**config.mk**
```make
export PLATFORM = sky130hd
export DESIGN_NAME = contiguous_fit_allocator_core
export DESIGN_NICKNAME = d
export VERILOG_FILES = /design/src/rtl/cfa_pkg.sv /design/src/rtl/cfa_bitmap.sv /design/src/rtl/cfa_scan.sv /design/src/rtl/contiguous_fit_allocator_core.sv
export SDC_FILE = /design/constraint.sdc
export NUM_CORES = 2
export LEC_CHECK = 0
export BUFFER_PORTS_ARGS = -buffer_cell sky130_fd_sc_hd__clkbuf_2
export CORE_MARGIN = 5
export CORE_UTILIZATION = 50
export DETAILED_ROUTE_END_ITERATION = 8
export GPL_TIMING_DRIVEN = 0
export MAX_ROUTING_LAYER = met4
export PLACE_DENSITY = 0.67
export SLEW_MARGIN = 40
export SYNTH_ARGS = -nofsm -noshare
export SYNTH_HDL_FRONTEND = slang
export SYNTH_SLANG_ARGS = --single-unit
export TNS_END_PERCENT = 10
```
**constraint.sdc**
```tcl
create_clock -name i_clk -period 66.9 [get_ports i_clk]
set_input_delay 20.07 -clock i_clk [delete_from_list [all_inputs] [get_ports i_clk]]
set_output_delay 20.07 -clock i_clk [all_outputs]
set_load 0.02 [all_outputs]
```
**src/rtl/cfa_pkg.sv**
```systemverilog
// ----------------------------------------------------------------------------
// cfa_pkg
// Shared constants and types of the contiguous fit allocator: command,
// placement mode and status codes, field widths and the scan control group.
// ----------------------------------------------------------------------------
`default_nettype none

package cfa_pkg;

    // default number of cells in the occupancy map
    localparam int unsigned C_CELLS = 2048;

    // transaction field widths
    localparam int unsigned C_LEN_W   = 12;
    localparam int unsigned C_START_W = 11;
    localparam int unsigned C_MODE_W  = 2;
    localparam int unsigned C_STAT_W  = 2;

    // commands
    localparam logic CMD_ALLOC   = 1'b0;
    localparam logic CMD_RELEASE = 1'b1;

    // placement modes, the unused code acts as first fit
    localparam logic [C_MODE_W-1:0] MODE_FIRST = 2'd0;
    localparam logic [C_MODE_W-1:0] MODE_BEST  = 2'd1;
    localparam logic [C_MODE_W-1:0] MODE_NEXT  = 2'd2;

    // result status codes
    localparam logic [C_STAT_W-1:0] ST_DONE   = 2'd0;
    localparam logic [C_STAT_W-1:0] ST_NO_FIT = 2'd1;
    localparam logic [C_STAT_W-1:0] ST_RANGE  = 2'd2;

    // control from the sequencer to the run tracking unit
    typedef struct packed {
        logic clear;    // drop run and best hole, start a new pass
        logic valid;    // a bitmap cell is presented this cycle
        logic free;     // the presented cell is free
        logic last;     // the presented cell is the last one of the map
    } t_scan_ctl;

endpackage

`default_nettype wire

```
**src/rtl/cfa_bitmap.sv**
```systemverilog
// ----------------------------------------------------------------------------
// cfa_bitmap
// Occupancy bitmap memory, one bit per cell, one write port and one read
// port with registered read data.
// ----------------------------------------------------------------------------
`default_nettype none

module cfa_bitmap
    import cfa_pkg::*;
#(
    parameter int unsigned P_CELLS = C_CELLS
) (
    input  wire logic                       i_clk,
    input  wire logic                       i_we,
    input  wire logic [$clog2(P_CELLS)-1:0] i_waddr,
    input  wire logic                       i_wdata,
    input  wire logic [$clog2(P_CELLS)-1:0] i_raddr,
    output logic                            o_rdata
);

    logic r_mem [P_CELLS];
    logic r_rdata;

    // write port
    always_ff @(posedge i_clk) begin
        if (i_we) begin
            r_mem[i_waddr] <= i_wdata;
        end
    end

    // registered read port
    always_ff @(posedge i_clk) begin
        r_rdata <= r_mem[i_raddr];
    end

    assign o_rdata = r_rdata;

endmodule

`default_nettype wire

```
**src/rtl/cfa_scan.sv**
```systemverilog
// ----------------------------------------------------------------------------
// cfa_scan
// Run tracking unit shared by all placement modes. Takes one bitmap cell per
// valid cycle, counts the current free run, flags when it reaches the requested
// length and keeps the smallest sufficient hole seen in the pass.
// ----------------------------------------------------------------------------
`default_nettype none

module cfa_scan
    import cfa_pkg::*;
#(
    parameter int unsigned P_CELLS = C_CELLS
) (
    input  wire logic                         i_clk,
    input  wire logic                         i_rst_n,
    input  wire t_scan_ctl                    i_ctl,
    input  wire logic [$clog2(P_CELLS)-1:0]   i_addr,
    input  wire logic [$clog2(P_CELLS+1)-1:0] i_len,
    output logic                              o_hit,
    output logic [$clog2(P_CELLS)-1:0]        o_hit_start,
    output logic                              o_found,
    output logic [$clog2(P_CELLS)-1:0]        o_best_start
);

    localparam int unsigned AW = $clog2(P_CELLS);
    localparam int unsigned CW = $clog2(P_CELLS + 1);

    logic [CW-1:0] r_run_len;
    logic [AW-1:0] r_run_start;
    logic          r_found;
    logic [CW-1:0] r_best;
    logic [AW-1:0] r_best_start;

    logic [CW-1:0] n_run_len;
    logic [AW-1:0] n_run_start;
    logic          hole_end;
    logic [CW-1:0] hole_size;
    logic [AW-1:0] hole_start;
    logic          take_hole;

    // extend or break the current free run
    always_comb begin
        n_run_len   = i_ctl.free ? (r_run_len + CW'(1)) : '0;
        n_run_start = (i_ctl.free && (r_run_len == '0)) ? i_addr : r_run_start;
    end

    // hole ends on a used cell after a free run, or at the end of the map
    always_comb begin
        hole_end   = i_ctl.valid && ((!i_ctl.free && (r_run_len != '0)) ||
                                     (i_ctl.free && i_ctl.last));
        hole_size  = i_ctl.free ? n_run_len : r_run_len;
        hole_start = i_ctl.free ? n_run_start : r_run_start;
        take_hole  = hole_end && (hole_size >= i_len) &&
                     (!r_found || (hole_size < r_best));
    end

    // run and best hole registers
    always_ff @(posedge i_clk) begin
        if (!i_rst_n || i_ctl.clear) begin
            r_run_len <= '0;
            r_found   <= 1'b0;
        end else if (i_ctl.valid) begin
            r_run_len <= n_run_len;
            if (take_hole) begin
                r_found <= 1'b1;
            end
        end
    end

    // payload of the run tracker
    always_ff @(posedge i_clk) begin
        if (i_ctl.valid) begin
            r_run_start <= n_run_start;
            if (take_hole) begin
                r_best       <= hole_size;
                r_best_start <= hole_start;
            end
        end
    end

    // the run has reached the requested length
    assign o_hit        = i_ctl.valid && i_ctl.free && (n_run_len >= i_len);
    assign o_hit_start  = n_run_start;
    assign o_found      = r_found;
    assign o_best_start = r_best_start;

endmodule

`default_nettype wire

```
**src/rtl/contiguous_fit_allocator_core.sv**
```systemverilog
// ----------------------------------------------------------------------------
// contiguous_fit_allocator_core
// Contiguous run allocator over an occupancy bitmap with first, best and
// next fit placement, and release of a given run.
// ----------------------------------------------------------------------------
// Sequence: a rejected request reports in the cycle after start; a release
//   clears its run_length cells; an allocate scans one cell a cycle (next fit
//   from its resume cell to the end, then again from cell zero; best fit always
//   the whole map), then marks run_length cells, one a cycle.
// Throughput: one transaction at a time, busy stays high until the result.
// Reset: a clearing pass over all cells frees the bitmap; the receiver cannot stall.
// ----------------------------------------------------------------------------
`default_nettype none

module contiguous_fit_allocator_core
    import cfa_pkg::*;
#(
    parameter int unsigned P_CELLS = C_CELLS
) (
    input  wire logic                           i_clk,
    input  wire logic                           i_rst_n,
    // command channel
    input  wire logic                           start,
    output logic                                busy,
    input  wire logic                           i_command,
    input  wire logic [$clog2(P_CELLS+1)-1:0]   i_run_length,
    input  wire logic [$clog2(P_CELLS)-1:0]     i_release_start,
    // result channel
    output logic                                o_result_valid,
    output logic [C_STAT_W-1:0]                 o_status,
    output logic [$clog2(P_CELLS)-1:0]          o_run_start,
    // configuration channel
    input  wire logic                           i_cfg_valid,
    output logic                                o_cfg_ready,
    input  wire logic [C_MODE_W-1:0]            i_cfg_fit_mode
);

    localparam int unsigned AW = $clog2(P_CELLS);
    localparam int unsigned CW = $clog2(P_CELLS + 1);
    localparam int unsigned EW = ((CW > C_LEN_W) ? CW : C_LEN_W) + 1;

    localparam logic [AW-1:0] LAST_CELL = AW'(P_CELLS - 1);
    localparam logic [AW:0]   CELLS_P   = (AW+1)'(P_CELLS);
    localparam logic [EW-1:0] CELLS_E   = EW'(P_CELLS);

    typedef enum logic [5:0] {
        S_CLEAR  = 6'b000001,
        S_IDLE   = 6'b000010,
        S_SCAN   = 6'b000100,
        S_WRAP   = 6'b001000,
        S_DECIDE = 6'b010000,
        S_MARK   = 6'b100000
    } t_state;

    t_state              r_state;
    logic [C_MODE_W-1:0] r_fit_mode;
    logic [AW-1:0]       r_next_pos;
    logic [CW-1:0]       r_len;
    logic [AW-1:0]       r_raddr;
    logic                r_issue;
    logic                r_dvalid;
    logic [AW-1:0]       r_daddr;
    logic                r_wrapped;
    logic [AW:0]         r_wptr;
    logic [CW-1:0]       r_remain;
    logic                r_is_alloc;
    logic [AW-1:0]       r_where;
    logic                r_res_valid;
    logic [C_STAT_W-1:0] r_status;
    logic [AW-1:0]       r_run_start;

    logic                mode_best;
    logic                mode_next;
    logic [EW-1:0]       len_ext;
    logic                alloc_bad;
    logic                release_bad;
    logic [AW:0]         end_sum;
    logic [AW:0]         end_wrap;
    logic                rdata;
    logic                mem_we;
    logic                mem_wdata;
    t_scan_ctl           scan_ctl;
    logic                hit;
    logic [AW-1:0]       hit_start;
    logic                found;
    logic [AW-1:0]       best_start;

    // mode decode, the unused code falls to first fit
    assign mode_best = (r_fit_mode == MODE_BEST);
    assign mode_next = (r_fit_mode == MODE_NEXT);

    // request range checks
    always_comb begin
        len_ext     = EW'(i_run_length);
        alloc_bad   = (len_ext == '0) || (len_ext > CELLS_E);
        release_bad = (len_ext == '0) || ((EW'(i_release_start) + len_ext) > CELLS_E);
    end

    // next fit position after the last marked cell, modulo the map size
    always_comb begin
        end_sum  = r_wptr + (AW+1)'(1);
        end_wrap = (end_sum >= CELLS_P) ? (end_sum - CELLS_P) : end_sum;
    end

    // configuration register, always ready
    assign o_cfg_ready = 1'b1;

    always_ff @(posedge i_clk) begin
        if (!i_rst_n) begin
            r_fit_mode <= MODE_FIRST;
        end else if (i_cfg_valid) begin
            r_fit_mode <= i_cfg_fit_mode;
        end
    end

    // bitmap write side: clearing pass and run marking
    assign mem_we    = (r_state == S_CLEAR) || (r_state == S_MARK);
    assign mem_wdata = (r_state == S_MARK) && r_is_alloc;

    cfa_bitmap #(
        .P_CELLS (P_CELLS)
    ) u_bitmap (
        .i_clk   (i_clk),
        .i_we    (mem_we),
        .i_waddr (r_wptr[AW-1:0]),
        .i_wdata (mem_wdata),
        .i_raddr (r_raddr),
        .o_rdata (rdata)
    );

    // run tracking unit fed with the registered read data
    always_comb begin
        scan_ctl.clear = (r_state != S_SCAN);
        scan_ctl.valid = r_dvalid;
        scan_ctl.free  = !rdata;
        scan_ctl.last  = (r_daddr == LAST_CELL);
    end

    cfa_scan #(
        .P_CELLS (P_CELLS)
    ) u_scan (
        .i_clk        (i_clk),
        .i_rst_n      (i_rst_n),
        .i_ctl        (scan_ctl),
        .i_addr       (r_daddr),
        .i_len        (r_len),
        .o_hit        (hit),
        .o_hit_start  (hit_start),
        .o_found      (found),
        .o_best_start (best_start)
    );

    // sequencer control
    always_ff @(posedge i_clk) begin
        if (!i_rst_n) begin
            r_state     <= S_CLEAR;
            r_wptr      <= '0;
            r_issue     <= 1'b0;
            r_dvalid    <= 1'b0;
            r_res_valid <= 1'b0;
            r_next_pos  <= '0;
        end else begin
            r_res_valid <= 1'b0;
            unique case (r_state)
                S_CLEAR: begin
                    r_wptr <= r_wptr + (AW+1)'(1);
                    if (r_wptr == (AW+1)'(P_CELLS - 1)) begin
                        r_state <= S_IDLE;
                    end
                end
                S_IDLE: begin
                    r_issue  <= 1'b0;
                    r_dvalid <= 1'b0;
                    if (start) begin
                        if (i_command == CMD_ALLOC) begin
                            if (alloc_bad) begin
                                r_res_valid <= 1'b1;
                            end else begin
                                r_issue <= 1'b1;
                                r_state <= S_SCAN;
                            end
                        end else begin
                            if (release_bad) begin
                                r_res_valid <= 1'b1;
                            end else begin
                                r_wptr  <= (AW+1)'(i_release_start);
                                r_state <= S_MARK;
                            end
                        end
                    end
                end
                S_SCAN: begin
                    r_dvalid <= r_issue;
                    if (r_raddr == LAST_CELL) begin
                        r_issue <= 1'b0;
                    end
                    if (hit && !mode_best) begin
                        r_wptr   <= {1'b0, hit_start};
                        r_issue  <= 1'b0;
                        r_dvalid <= 1'b0;
                        r_state  <= S_MARK;
                    end else if (r_dvalid && scan_ctl.last) begin
                        r_issue  <= 1'b0;
                        r_dvalid <= 1'b0;
                        if (mode_best) begin
                            r_state <= S_DECIDE;
                        end else if (mode_next && !r_wrapped) begin
                            r_state <= S_WRAP;
                        end else begin
                            r_res_valid <= 1'b1;
                            r_state     <= S_IDLE;
                        end
                    end
                end
                S_WRAP: begin
                    r_issue <= 1'b1;
                    r_state <= S_SCAN;
                end
                S_DECIDE: begin
                    if (found) begin
                        r_wptr  <= {1'b0, best_start};
                        r_state <= S_MARK;
                    end else begin
                        r_res_valid <= 1'b1;
                        r_state     <= S_IDLE;
                    end
                end
                S_MARK: begin
                    r_wptr <= r_wptr + (AW+1)'(1);
                    if (r_remain == CW'(1)) begin
                        if (r_is_alloc) begin
                            r_next_pos <= end_wrap[AW-1:0];
                        end
                        r_res_valid <= 1'b1;
                        r_state     <= S_IDLE;
                    end
                end
                default: begin
                    r_state <= S_IDLE;
                end
            endcase
        end
    end

    // sequencer payload: read address, lengths and result fields
    always_ff @(posedge i_clk) begin
        unique case (r_state)
            S_IDLE: begin
                r_wrapped  <= 1'b0;
                r_len      <= CW'(len_ext);
                r_remain   <= CW'(len_ext);
                r_is_alloc <= (i_command == CMD_ALLOC);
                r_raddr    <= mode_next ? r_next_pos : '0;
                r_status   <= ST_RANGE;
                r_run_start <= '0;
                if (!alloc_bad && (i_command == CMD_ALLOC)) begin
                    r_status <= ST_NO_FIT;
                end
            end
            S_SCAN: begin
                r_daddr <= r_raddr;
                if (r_issue && (r_raddr != LAST_CELL)) begin
                    r_raddr <= r_raddr + AW'(1);
                end
                if (hit && !mode_best) begin
                    r_where <= hit_start;
                end
            end
            S_WRAP: begin
                r_wrapped <= 1'b1;
                r_raddr   <= '0;
            end
            S_DECIDE: begin
                r_where <= best_start;
            end
            S_MARK: begin
                r_remain <= r_remain - CW'(1);
                if (r_remain == CW'(1)) begin
                    r_status    <= ST_DONE;
                    r_run_start <= r_is_alloc ? r_where : '0;
                end
            end
            default: begin
            end
        endcase
    end

    assign busy           = (r_state != S_IDLE);
    assign o_result_valid = r_res_valid;
    assign o_status       = r_status;
    assign o_run_start    = r_run_start;

    // the result strobe only ever appears with the block idle
    a_result_idle: assert property (@(posedge i_clk) disable iff (!i_rst_n)
        o_result_valid |-> !busy)
        else $error("result strobe while busy");

    // an accepted transaction either starts work or reports at once
    a_accept_progress: assert property (@(posedge i_clk) disable iff (!i_rst_n)
        (start && !busy) |=> (busy || o_result_valid))
        else $error("accepted transaction dropped");

    // marking never writes beyond the last cell
    a_mark_range: assert property (@(posedge i_clk) disable iff (!i_rst_n)
        (r_state == S_MARK) |-> (r_wptr < CELLS_P))
        else $error("mark write beyond map end");

    // a failed or rejected request reports start cell zero
    a_fail_zero: assert property (@(posedge i_clk) disable iff (!i_rst_n)
        (o_result_valid && (o_status != ST_DONE)) |-> (o_run_start == '0))
        else $error("nonzero start on failed request");

endmodule

`default_nettype wire

```
==> Word level (Yosys, flattened, before mapping) <==
Memories as Yosys holds them, arrays and structs flattened. A register that Yosys moved wholly into a read port is not among the register bits.
Cells that the tools add are included.
{ "word_totals": {"output_inout_bits": 16, "mem_bits_rw": 2048, "input_bits": 30, "mem_count": 1, "reg_bits": 153} }
{ "memory_table": {"columns": ["memory", "depth", "width", "read_ports", "rd_ports_with_merged_regs", "write_ports", "line", "rtl"], "rows": [
  ["u_bitmap.r_mem", 2048, 1, 1, 1, 1, "cfa_bitmap.sv:21", "logic r_mem [P_CELLS];"]
]} }
{ "classes": {"add_sub_neg": 6, "bitwise": 1, "order_cmp": 6, "reduce_logical": 44, "muxes": 59, "eq_ne": 27} }
{ "op_table": {"columns": ["cell", "n"], "rows": [
  ["$mux W11", 8],
  ["$mux W12", 7],
  ["$mux W6", 9],
  ["$pmux W12 S4", 1],
  ["$pmux W11 S2", 2],
  ["$pmux W6 S6", 1],
  ["$pmux W11 S3", 1],
  ["$add A12 B1 Y12 const B", 2],
  ["$ge A12 B12 Y1", 2],
  ["$logic_not A12 Y1", 2],
  ["$pmux W12 S2", 1],
  ["$eq A11 B11 Y1 const B", 2],
  ["$mux W1", 20],
  ["$logic_and A1 B1 Y1", 14],
  ["$add A11 B12 Y13", 1],
  ["$gt A13 B12 Y1 const B", 1],
  ["$eq A12 B1 Y1 const B", 1],
  ["$eq A12 B11 Y1 const B", 1],
  ["$ge A12 B12 Y1 const B", 1],
  ["$gt A12 B12 Y1 const B", 1],
  ["$lt A12 B12 Y1", 1],
  ["$reduce_and A6 Y1", 2],
  ["$reduce_bool A12 Y1", 1],
  ["$sub A12 B1 Y12 const B", 1],
  ["33 further kinds", 60]
]} }

==> Depth between registers and ports, before layout <==
{ "logic_depth": {"depth_word": 7, "ltp_mapped": 18, "ltp_nobuf": 16} }

==> Hierarchy <==
From an unflattened synthesis, not the netlist that was laid out.
{ "hier_totals": {"cells_unflattened": 7104, "area_unflattened_um2": 98112.8} }
{ "modules_own_cells": {"columns": ["mod", "instances", "area_per_inst_um2", "cells_each"], "rows": [
  ["cfa_bitmap", 1, 89345.7, 6243],
  ["contiguous_fit_allocator_core", 1, 5632.9, 565],
  ["cfa_scan", 1, 3134.3, 296]
]} }

==> Worst setup path after synthesis <==
Ideal clock, no wire load.
{ "synth_timing": {"kind": "register to register", "startpoint": "register r_state[1]", "endpoint": "memory u_bitmap.r_mem[0], data pin", "n_path_buf": 1, "setup_ns": 9.731, "setup_slack_ns": 8.976, "arrival_time_ns": 48.193, "path_stages_with_launch": 5, "cell_sequence": "dfxtp_1 -> nor4_1 -> nand2_1 -> clkbuf_1 -> nor2_1"} }
{ "synth_between": {"elab_chain_len": 2} }
{ "synth_lines": {"columns": ["element", "line", "rtl"], "rows": [
  ["start, declared", "contiguous_fit_allocator_core.sv:55", "t_state r_state;"],
  ["start signal, assigned", "contiguous_fit_allocator_core.sv:156", "r_state <= S_CLEAR;"],
  ["start signal, assigned", "contiguous_fit_allocator_core.sv:168", "r_state <= S_IDLE;"],
  ["start signal, assigned", "contiguous_fit_allocator_core.sv:180", "r_state <= S_SCAN;"],
  ["$eq A6 B6 Y1", "contiguous_fit_allocator_core.sv:118", "assign mem_wdata = (r_state == S_MARK) && r_is_alloc;"],
  ["$logic_and A1 B1 Y1", "contiguous_fit_allocator_core.sv:118", null],
  ["net mem_wdata", "contiguous_fit_allocator_core.sv:81", "logic mem_wdata;"],
  ["end, declared", "cfa_bitmap.sv:21", null]
]} }
The timed path passes the listed nets, and every way through them passes these cells.

==> Worst setup path in the final report <==
{ "layout_timing": {"startpoint": "input port i_run_length[0]", "endpoint": "register r_wptr[4]"} }
{ "layout_between": {"elab_chain_len": 5} }
{ "layout_lines": {"columns": ["element", "line", "rtl"], "rows": [
  ["start, declared", "contiguous_fit_allocator_core.sv:26", "input wire logic [$clog2(P_CELLS+1)-1:0] i_run_length,"],
  ["$add A11 B12 Y13", "contiguous_fit_allocator_core.sv:96", "release_bad = (len_ext == '0) || ((EW'(i_release_start) + len_ext) > CELLS_E);"],
  ["$gt A13 B12 Y1", "contiguous_fit_allocator_core.sv:96", null],
  ["$logic_or A1 B1 Y1 (*)", "contiguous_fit_allocator_core.sv:96", null],
  ["$ne A2 B2 Y1 (no source line) (*)", null, null],
  ["$reduce_and A6 Y1 (no source line) (*)", null, null],
  ["end signal, assigned", "contiguous_fit_allocator_core.sv:166", "r_wptr <= r_wptr + (AW+1)'(1);"],
  ["end signal, assigned", "contiguous_fit_allocator_core.sv:186", "r_wptr <= (AW+1)'(i_release_start);"],
  ["end signal, assigned", "contiguous_fit_allocator_core.sv:198", "r_wptr <= {1'b0, hit_start};"],
  ["end, declared", "contiguous_fit_allocator_core.sv:64", "logic [AW:0] r_wptr;"]
]} }
Mark *: on every way between the ends. The rest lies on a longest branch, timed or not.
A chain may end at the register's enable or synchronous reset.

==> results.toml <==
[route]
viasPerCell = 6.834
routed_wl_mm = 392.4
via_count = 69060
drt_iter0_markers = 13900
drc = 0
wl_per_cell_um = 38.83
ant_nets = 0
firstDrtPassIters = 8

[logic_synthesis]
ys_seq_area_frac = 0.6727
synth_area_um2 = 97580
syn_inst = 6903
synth.avg_cell_area_um2 = 14.14
synth_top_flop_cell = "edfxtp_1"
yosysWarnings = 0
ys_ff_latch = 2202
ys_types = 98
ys_async_sr_fraction = 0
syn-num-nets = 6990
synth_edf_count = 2154

[final_layout]
fillerInstances = 15410
final_net_count = 7380
area_delta_synth_final_pct = 13.53
multi_input_area_um2 = 28460
regArea_um2 = 65640
final_util = 0.5694
drive_gt1_frac = 0.1720

[power]
power.internal_uw = 2411
p_seq_frac = 0.439
power.switching_uw = 1127
ir_drop_uv = 29.56
netSwitchingFraction = 0.3186
clkPwrFrac = 0.346
power.density_nw_per_um2 = 31.93
p_leak_uw = 0.03397
power_frac_comb = 0.215
power_uw = 3538

[run_status]
status = "finished clean"

[timing]
finClkSkew_ps = 40.61
worst_pin_slew_ps = 1138
maxSlewViolCount = 0
period_minus_slack_ps = 22950
rsz0062_at_grt = "no"
fin_crit_sh = 0.3430
relSlewSlack = 0.2392
hold_viol = 0
achievable-frequency_mhz = 43.58
setup_viol = 0
tns_ps = 0

[floorplan]
rows = 162
start_util = 0.5015
num_io_pins = 46
die_y_um = 451.8
coreArea_um2 = 194600
die_w_um = 451.8
dieArea_um2 = 204100

[setup_path]
critPathMaxFanout = 10
cp_data_required_time_ps = 67670
worstSetupEndpointType = "flop"
start_kind = "primary input"
arrival_ps = 23710
crit_type = "primary input to flop"

[global_route]
antenna_found_initial = 37
grt_max_degree = 37
grt-ovfl-total = 0
track_usage = 0.3898
grt_pass1_wl_mm = 522.0
first_global_vias = 63720

[clock_tree]
numCtsBuffers = 224
holdBufCountCts = 0
cts.sinks = 2202
clock_path_buffers = 3
root_buffer = "clkbuf_16"
cts_resized = 0
cts_setup_buffers = 0
cts_tree = "yes"
insertion_delay_ps = 910
clk_pin_slew_ps = 60
htree_levels = 4

[place]
io_buffers = 44
gp_congestion = 1.049
dp_hpwl_mm = 258.9

[min_path]
hold_path_class = "flop to flop"

[run]
cap_violations = 0
-- flip-flops by register name, summed over array words and instances, names as in the netlist, 6 cells and up --
register,count
r_next_pos,11
u_bitmap.r_mem,2048
r_len,12
r_remain,12
u_scan.r_run_len,12
r_wptr,12
r_raddr,11
u_scan.o_best_start,11
u_scan.r_run_start,11
u_scan.r_best,12
o_run_start,11
r_where,11
r_daddr,11
r_state,6
-- power groups by stage --
stage               clock network (uW)  registers, uW  logic, uW
floorplan                            0           1670        338
global placement                     0           1720        661
detailed placement                   0           1580        707
CTS                               1210           1550        710
global route                      1270           1550        744
finish                            1220           1550        761
-- logic make-up (layout without fill, tap and decap cells) --
| group | Yosys count | count (layout) | synth area share |
|---|---|---|---|
| mux | 675 | 675 | 0.1294 |
| xor+xnor | 48 | 48 | 0.004308 |
| flops | 2202 | 2202 | 0.6727 |
| compound gates | 517 | 517 | 0.03791 |
| other cells | 1 | 76 | 0.00003843 |
| buf+inv | 692 | 1278 | 0.03804 |
| fa+ha+maj | 57 | 57 | 0.007385 |
| simple gates | 2711 | 2711 | 0.1102 |
-- through the flow --
step                      cells  hold WS (ps)  area (um2)  setup slack (ps)
after global routing      10080         517.2      110700             43730
after CTS                 10030         491.3      110600             44070
after global placement     9489         468.1      101000            -22870
after floorplan            6903         432.7       97580              8976
after detailed placement   9609         477.4      103600             43190
final                     10110         489.9      110800             43950
-- Yosys cell counts (all sizes together), types with 48 or more instances --
cell type / number / area share
mux2i: 191 / 0.020
o22ai: 49 / 0.0031
nand3: 50 / 0.0026
edfxtp: 2154 / 0.66
ha: 56 / 0.0072
a22oi: 57 / 0.0044
mux4: 444 / 0.11
clkbuf: 490 / 0.021
inv: 48 / 0.0018
buf: 152 / 0.015
a21oi: 82 / 0.0042
o21ai: 70 / 0.0036
dfxtp: 48 / 0.0098
nand2: 272 / 0.010
nor2: 2201 / 0.085
-- worst paths after layout --
| path | cells past startpoint | startpoint | end | slack [ps] |
|---|---|---|---|---|
| max | 13 | i_run_length[0] | r_wptr[4]$_SDFFE_PN0P_ | 43950 |
| min | 1 | r_wptr[11]$_SDFFE_PN0P_ | r_wptr[11]$_SDFFE_PN0P_ | 490 |
| max reg2reg | 12 | r_raddr[1]$_DFFE_PP_ | u_bitmap.o_rdata$_DFF_P_ | 60670 |
| min reg2reg | 1 | r_wptr[11]$_SDFFE_PN0P_ | r_wptr[11]$_SDFFE_PN0P_ | 490 |
-- area by class of cell --
cell class	instances	share of cell area
Tap cell	2542	0.02871
Antenna cell	75	0.001694
Inverter	50	0.001705
Clock inverter	133	0.009633
Clock buffer	289	0.05353
Multi-Input combinational cell	4009	0.2569
Sequential cell	2202	0.5925
Timing Repair Buffer	164	0.02146
Buffer	642	0.03388
-- layout by cell type, fill, tap and decap left out, types with 64 or more instances in the layout --
master	n
nor2_1	2192
o21ai_0	64
mux2i_1	191
clkbuf_16	225
nand2_1	255
a21oi_1	81
clkbuf_1	371
mux4_2	375
edfxtp_1	2154
clkbuf_2	198
mux4_1	69
diode_2	75
-- metal layers --
metal	wire length (um)	vias up	global-route usage
met3	68000	1593	0.1740
met4	35640	0	0.2721
met5	0	-	-
met2	161400	6593	0.5251
li1	-	26350	-
met1	127400	34520	0.4671
-- worst max-delay path: stages --
cell       delay [ps]
clkbuf_2          180
ha_1              270
fa_1              400
a21o_1            210
a21boi_0          260
o21bai_1          110
xor2_1            150
a2111oi_0         470
a32oi_1           300
o31ai_1           530
buf_2             330
a21oi_1           100
a311oi_1          320
Note: power is estimated with default switching activity, not from simulation.
